`src/rtl/assert_macros.svh`:
```
// assertion macros included by the drive link responder
`ifndef ASSERT_MACROS_SVH
`define ASSERT_MACROS_SVH

// clocked assertion, off while reset is active
`define ASSERT_CLK(lbl, prop, msg) \
    lbl: assert property (@(posedge clk) disable iff (!rst_n) prop) else $error(msg);

// clocked assertion, checked during reset too
`define ASSERT_ALWAYS(lbl, prop, msg) \
    lbl: assert property (@(posedge clk) prop) else $error(msg);

`endif

```
`src/rtl/dlr_pkg.sv`:
```
// types, constants and helper functions of the drive link responder
package dlr_pkg;

    localparam int BYTE_W  = 8;
    localparam int TYPE_W  = 4;
    localparam int CMD_W   = 11;
    localparam int POS_W   = 10;
    localparam int IDX_W   = 4;
    localparam int CFG_IDX_W = 8;

    localparam logic [CFG_IDX_W-1:0] REG_END_BYTE   = 8'd0;
    localparam logic [CFG_IDX_W-1:0] REG_END_TYPE   = 8'd1;
    localparam logic [CFG_IDX_W-1:0] REG_INFO_TYPE  = 8'd2;
    localparam logic [CFG_IDX_W-1:0] REG_START_CHK  = 8'd3;

    localparam logic [BYTE_W-1:0] END_BYTE_RST  = 8'hFF;
    localparam logic [TYPE_W-1:0] END_TYPE_RST  = 4'hF;
    localparam logic [TYPE_W-1:0] INFO_TYPE_RST = 4'h5;
    localparam logic [BYTE_W-1:0] START_CHK_RST = 8'h00;

    localparam logic [IDX_W-1:0] POWERUP_LAST = 4'd9;
    localparam logic [IDX_W-1:0] INFO_LAST    = 4'd8;

    localparam logic [BYTE_W-1:0] INFO_HEAD   = 8'h58;
    localparam logic [BYTE_W-1:0] INFO_POT    = 8'hC0;
    localparam logic [BYTE_W-1:0] INFO_STATUS = 8'h84;
    localparam logic [BYTE_W-1:0] INFO_MODE   = 8'h80;
    localparam logic [6:0]        INFO_SUM_FIXED = 7'h1C;

    typedef enum logic [1:0] {
        PKT_NONE,
        PKT_POWERUP,
        PKT_INFO
    } pkt_kind_t;

    function automatic logic [BYTE_W-1:0] powerup_byte(input logic [IDX_W-1:0] idx);
        logic [BYTE_W-1:0] b;
        case (idx)
            4'd0:    b = 8'h69;
            4'd1:    b = 8'h8A;
            4'd2:    b = 8'h89;
            4'd3:    b = 8'hDE;
            4'd4:    b = 8'hAD;
            4'd5:    b = 8'hC5;
            4'd6:    b = 8'hA5;
            4'd7:    b = 8'h81;
            default: b = 8'h8D;
        endcase
        return b;
    endfunction

    // offset by 512 and saturate to 1..1023
    function automatic logic [POS_W-1:0] to_pos(input logic signed [CMD_W-1:0] v);
        logic signed [CMD_W:0] t;
        logic [POS_W-1:0] r;
        t = {v[CMD_W-1], v} + 12'sd512;
        if (t < 12'sd1)
            r = 10'd1;
        else if (t > 12'sd1023)
            r = 10'd1023;
        else
            r = t[POS_W-1:0];
        return r;
    endfunction

endpackage

```
`src/rtl/drive_link_responder.sv`:
```
// drive link responder: byte parser with power-up and general-info packet replies
// an accepted beat is held in the input beat register, then parsed; a reply packet is
// loaded into the packet serializer, which offers its first byte. A beat with no reply
// does not stall input; one that triggers a packet holds it until its last byte is sent
// reset: asynchronous active low, back to start-up phase with registers at defaults
module drive_link_responder (
    input  logic                                clk,
    input  logic                                rst_n,
    input  logic                                in_valid,
    output logic                                in_stall,
    input  logic [dlr_pkg::BYTE_W-1:0]          rx_byte,
    input  logic signed [dlr_pkg::CMD_W-1:0]    speed_cmd,
    input  logic signed [dlr_pkg::CMD_W-1:0]    steer_cmd,
    output logic                                out_valid,
    input  logic                                out_stall,
    output logic [dlr_pkg::BYTE_W-1:0]          tx_byte,
    output logic                                last_of_packet,
    input  logic                                cfg_we,
    input  logic [dlr_pkg::CFG_IDX_W-1:0]       cfg_index,
    input  logic [dlr_pkg::BYTE_W-1:0]          cfg_data
);

`include "assert_macros.svh"

    logic [dlr_pkg::BYTE_W-1:0] end_byte_reg;
    logic [dlr_pkg::TYPE_W-1:0] end_type_reg;
    logic [dlr_pkg::TYPE_W-1:0] info_type_reg;
    logic [dlr_pkg::BYTE_W-1:0] start_chk_reg;

    logic                              in_full_reg;
    logic [dlr_pkg::BYTE_W-1:0]        rx_reg;
    logic signed [dlr_pkg::CMD_W-1:0]  speed_reg;
    logic signed [dlr_pkg::CMD_W-1:0]  steer_reg;

    logic                        running_reg, running_next;
    logic [dlr_pkg::BYTE_W-1:0]  prev_reg, prev_next;
    logic [dlr_pkg::TYPE_W-1:0]  type_reg, type_next;
    logic                        type_ok_reg, type_ok_next;

    dlr_pkg::pkt_kind_t          kind_reg, kind_next;
    logic [dlr_pkg::IDX_W-1:0]   idx_reg;
    logic [dlr_pkg::POS_W-1:0]   s_reg, d_reg, s_next, d_next;
    logic [6:0]                  chk_reg, chk_next;

    logic                        pkt_busy;
    logic [dlr_pkg::IDX_W-1:0]   last_idx;
    logic                        pkt_done;
    logic                        advance;
    logic                        in_accept;
    logic [6:0]                  mix7;

    assign pkt_busy  = (kind_reg != dlr_pkg::PKT_NONE);
    assign last_idx  = (kind_reg == dlr_pkg::PKT_POWERUP) ? dlr_pkg::POWERUP_LAST
                                                           : dlr_pkg::INFO_LAST;
    assign pkt_done  = pkt_busy && !out_stall && (idx_reg == last_idx);
    assign advance   = in_full_reg && (!pkt_busy || pkt_done);
    assign in_stall  = in_full_reg && !advance;
    assign in_accept = in_valid && !in_stall;

    // parse one byte against the phase and type state
    always_comb
    begin
        running_next = running_reg;
        prev_next    = prev_reg;
        type_next    = type_reg;
        type_ok_next = type_ok_reg;
        kind_next    = dlr_pkg::PKT_NONE;
        s_next       = dlr_pkg::to_pos(speed_reg);
        d_next       = dlr_pkg::to_pos(steer_reg);
        mix7         = {1'b0, s_next[2:0], d_next[2:0]};
        chk_next     = ~(s_next[9:3] + d_next[9:3] + mix7 + dlr_pkg::INFO_SUM_FIXED);
        if (!running_reg)
        begin
            if (prev_reg == start_chk_reg && rx_reg == end_byte_reg)
            begin
                running_next = 1'b1;
                kind_next    = dlr_pkg::PKT_POWERUP;
            end
            else
            begin
                prev_next = rx_reg;
            end
        end
        else
        begin
            if (!rx_reg[7] && rx_reg[3:0] != end_type_reg)
            begin
                type_next    = rx_reg[3:0];
                type_ok_next = 1'b1;
            end
            if (rx_reg == end_byte_reg && type_ok_next && type_next == info_type_reg)
                kind_next = dlr_pkg::PKT_INFO;
        end
    end

    always_ff @(posedge clk or negedge rst_n)
    begin
        if (!rst_n)
        begin
            end_byte_reg  <= dlr_pkg::END_BYTE_RST;
            end_type_reg  <= dlr_pkg::END_TYPE_RST;
            info_type_reg <= dlr_pkg::INFO_TYPE_RST;
            start_chk_reg <= dlr_pkg::START_CHK_RST;
        end
        else if (cfg_we)
        begin
            unique case (cfg_index)
                dlr_pkg::REG_END_BYTE:  end_byte_reg  <= cfg_data;
                dlr_pkg::REG_END_TYPE:  end_type_reg  <= cfg_data[dlr_pkg::TYPE_W-1:0];
                dlr_pkg::REG_INFO_TYPE: info_type_reg <= cfg_data[dlr_pkg::TYPE_W-1:0];
                dlr_pkg::REG_START_CHK: start_chk_reg <= cfg_data;
                default: ;
            endcase
        end
    end

    // input beat register
    always_ff @(posedge clk or negedge rst_n)
    begin
        if (!rst_n)
            in_full_reg <= 1'b0;
        else if (in_accept)
            in_full_reg <= 1'b1;
        else if (advance)
            in_full_reg <= 1'b0;
    end

    always_ff @(posedge clk)
    begin
        if (in_accept)
        begin
            rx_reg    <= rx_byte;
            speed_reg <= speed_cmd;
            steer_reg <= steer_cmd;
        end
    end

    // parser state and packet serializer
    always_ff @(posedge clk or negedge rst_n)
    begin
        if (!rst_n)
        begin
            running_reg <= 1'b0;
            prev_reg    <= '0;
            type_reg    <= '0;
            type_ok_reg <= 1'b0;
            kind_reg    <= dlr_pkg::PKT_NONE;
            idx_reg     <= '0;
        end
        else
        begin
            if (advance)
            begin
                running_reg <= running_next;
                prev_reg    <= prev_next;
                type_reg    <= type_next;
                type_ok_reg <= type_ok_next;
                kind_reg    <= kind_next;
                idx_reg     <= '0;
            end
            else if (pkt_done)
            begin
                kind_reg <= dlr_pkg::PKT_NONE;
                idx_reg  <= '0;
            end
            else if (pkt_busy && !out_stall)
            begin
                idx_reg <= idx_reg + 4'd1;
            end
        end
    end

    always_ff @(posedge clk)
    begin
        if (advance && kind_next == dlr_pkg::PKT_INFO)
        begin
            s_reg   <= s_next;
            d_reg   <= d_next;
            chk_reg <= chk_next;
        end
    end

    // byte select for the current beat
    always_comb
    begin
        tx_byte = end_byte_reg;
        if (kind_reg == dlr_pkg::PKT_POWERUP)
        begin
            if (idx_reg != dlr_pkg::POWERUP_LAST)
                tx_byte = dlr_pkg::powerup_byte(idx_reg);
        end
        else
        begin
            case (idx_reg)
                4'd0:    tx_byte = dlr_pkg::INFO_HEAD;
                4'd1:    tx_byte = {1'b1, s_reg[9:3]};
                4'd2:    tx_byte = {1'b1, d_reg[9:3]};
                4'd3:    tx_byte = dlr_pkg::INFO_POT;
                4'd4:    tx_byte = {2'b10, s_reg[2:0], d_reg[2:0]};
                4'd5:    tx_byte = dlr_pkg::INFO_STATUS;
                4'd6:    tx_byte = dlr_pkg::INFO_MODE;
                4'd7:    tx_byte = {1'b1, chk_reg};
                default: tx_byte = end_byte_reg;
            endcase
        end
    end

    assign out_valid      = pkt_busy;
    assign last_of_packet = pkt_busy && (idx_reg == last_idx);

    `ASSERT_CLK(a_idx_range, (pkt_busy |-> idx_reg <= last_idx), "packet byte index past end")
    `ASSERT_ALWAYS(a_last_valid, (last_of_packet |-> out_valid), "last flag without beat")
    `ASSERT_CLK(a_empty_flows, ((in_full_reg && !pkt_busy) |-> !in_stall), "idle serializer stalls input")
    `ASSERT_CLK(a_running_holds, (running_reg |=> running_reg), "left running phase without reset")

endmodule
```
`config.mk`:
```
export PLATFORM = sky130hd
export DESIGN_NAME = drive_link_responder
export DESIGN_NICKNAME = d
export VERILOG_FILES = /design/src/rtl/dlr_pkg.sv /design/src/rtl/drive_link_responder.sv
export VERILOG_INCLUDE_DIRS = /design/src /design/src/rtl
export SDC_FILE = /design/constraint.sdc
export NUM_CORES = 1
export LEC_CHECK = 0
export ABC_AREA = 1
export BUFFER_PORTS_ARGS = -buffer_cell sky130_fd_sc_hd__buf_2
export CORE_MARGIN = 2
export CORE_UTILIZATION = 55
export DETAILED_ROUTE_END_ITERATION = 16
export HOLD_SLACK_MARGIN = 0.03
export PLACE_DENSITY = 0.73
export SLEW_MARGIN = 5
export SYNTH_ARGS = -nofsm -noshare
export SYNTH_HDL_FRONTEND = slang
export SYNTH_SLANG_ARGS = --single-unit
```
`constraint.sdc`:
```
create_clock -name clk -period 5.6 [get_ports clk]
set_input_delay 0.84 -clock clk [delete_from_list [all_inputs] [get_ports clk]]
set_output_delay 0.84 -clock clk [all_outputs]
set_load 0.02 [all_outputs]
```
==> flow_summary.toml <==
[global_route]
grt_overflow_total = 0
grt_usage_pct = 21.6
antenna_found_initial = 0
grt_max_degree = 46
grt_pass1_wl_um = 18600
grt_pass1_vias = 4132

[die]
die-area_mm2 = 0.0108
num_rows = 36
dieHeight_um = 104
die_w_um = 104
io_pins = 62
core_area_mm2 = 0.00973
initial_core_util_pct = 56.3

[critical_path]
cpPeakStageDelay_ns = 0.49
critPathRequiredTime_ns = 5.75
cp-start-kind = "flop"
crit_type = "reg2reg"
path_max_fanout = 9
arrival_ns = 4.49
path_common_cell = "nand2_1"
cp_top_family = "adder cells"
worstPathCellList = "inv_1 -> ha_1 -> nand3_1 -> nor2_1 -> nand2_1 -> nand2_1 -> nand2_1 -> a21oi_1 -> inv_1 -> fa_1 -> fa_1 -> inv_1 -> ha_1 -> fa_1 -> nand3_1 -> nand2_1 -> xor2_1 -> nand3_1 -> nand2_1 -> inv_1 -> nand2_1 -> nand2_1"
slowest_stage = "fa_1"
crit_buf_inv = 4
critPathCaptureType = "flop"

[cells_and_area]
final_cell_area_mm2 = 0.00611
post-route-util_pct = 62.8
layout.nets = 763
mostFrequentLayoutCells = "nand2_1 (175), inv_1 (113), buf_2 (61), edfxtp_1 (57), o21ai_0 (41)"
n_antenna_cell = 0
final_common_cell = "nand2_1"
area_growth_pct = 11.6
drive_gt1_share_pct = 16.3

[clock_tree]
clkTransAtPathRegs_ns = 0.10
clock-sinks = 102
cts.htree.levels = 3
cts_tree = "built"
numCtsBuffers = 9
cts_buffer_depth = 2
ctsResizeCount = 0
cts_setup_buffers = 0
holdBufCountCts = 0
cts_root_buf = "clkbuf_8"
clock_latency_ns = 0.38

[timing]
grt_setup_unrepaired = "no"
fmax_mhz = 230
finalHoldViolCount = 0
fin_crit_ns = 4.34
drv_slew = 0
tightest_slew_ns = 0.982
fin_skew_ns = 0.00848
setup_ws_ns = 1.26
setup_tns_ns = 0
fin_crit_sh_pct = 77.5
finalSetupViolCount = 0
slew_headroom_pct = 34.6

[outcome]
status = "finished clean"

[placement]
pre_cts_ws_ns = 1.37
dpl.hpwl_um = 8440
globalplace.congestion = 0.891
place_area_mm2 = 0.00593
port_buffers = 61

[yosys]
synth_cell_types = 38
yosysWarnings = 0
ys_async_sr_fraction_pct = 44.1
syn_area_per_cell_um2 = 8.85
post_synth_instance_area_mm2 = 0.00548
synthCells = 619
synthesis.nets = 695
yosysSeqAreaShare_pct = 52.1
yosys_most_used_dff = "edfxtp_1"
ys_ff_latch = 102
synth-edff-count = 57

[power]
fin_total_pwr_mw = 1.79
p_per_area_mw_per_mm2 = 293
irDropWorstVdd_mv = 0.227
p_leak_nw = 2.86

[route]
totalWireLength_um = 11000
dr.pass1.iters = 4
drc = 0
vias = 4188
drt_iter0_markers = 261
post_drt_wl_per_cell_um = 13.4
ant_nets = 0
viasPerCell = 5.08

[min_path]
min_path_type = "reg2reg"

[run]
drv_cap = 0
-- Yosys cell counts, drive strengths merged (12+ instances only) --
cell type	n	area [um2]
ha	18	225
dfrtp	31	776
xnor2	13	114
nor3	12	71.3
nand3	36	198
nand2	178	681
edfxtp	57	1710
nor2	25	101
o21ai	54	300
a21oi	23	115
dfstp	14	368
inv	116	435
-- cell type report --
| class | count | area (um2) |
|---|---|---|
| Sequential cell | 102 | 2860 |
| Inverter | 116 | 435 |
| Tap cell | 133 | 166 |
| Clock buffer | 10 | 128 |
| Fill cell | 843 | 3620 |
| Timing Repair Buffer | 62 | 313 |
| Multi-Input combinational cell | 396 | 2160 |
| Clock inverter | 6 | 55.1 |
-- final timing paths --
kind	startpoint	end	slack (ns)	depth (start not counted)
min	running_reg$_DFFE_PN0P_	kind_reg[0]$_DFFE_PN0P_	0.47	1
max	speed_reg[9]$_DFFE_PP_	chk_reg[6]$_DFFE_PP_	1.26	22
min reg2reg	running_reg$_DFFE_PN0P_	kind_reg[0]$_DFFE_PN0P_	0.47	1
max reg2reg	speed_reg[9]$_DFFE_PP_	chk_reg[6]$_DFFE_PP_	1.26	22
min in group asynchronous	rst_n	type_reg[1]$_DFFE_PN0P_	0.62	1
max in group asynchronous	rst_n	prev_reg[5]$_DFFE_PN0P_	4.38	1
-- cells by family after synthesis --
group	synth area share, %
compound gates	9.75
buf+inv	8.43
flops	52.1
simple gates	20.6
fa+ha+maj	6.67
xor+xnor	2.40
-- layer usage --
metal	global-route usage, %	vias to the layer above	part of all wire (%)
li1	-	2138	-
met5	0	-	0
met4	8.01	0	2.3
met3	4.28	20	4.1
met1	26.9	1937	43
met2	37.6	93	50
-- report_power, final --
group | internal, mW | total [mW] | switching (mW)
clock network | 0.169 | 0.430 | 0.261
registers | 0.857 | 0.885 | 0.0279
logic | 0.184 | 0.479 | 0.295
total | 1.21 | 1.79 | 0.584
-- stage by stage --
| step | cells | hold slack [ns] |
|---|---|---|
| 2_1_floorplan | 619 | 0.432 |
| 3_3_place_gp | 809 | 0.444 |
| 3_5_place_dp | 809 | 0.448 |
| 4_1_cts | 825 | 0.462 |
| 5_1_grt | 825 | 0.481 |
| 6_report | 825 | 0.468 |
Power figures use the tool's default switching activity.
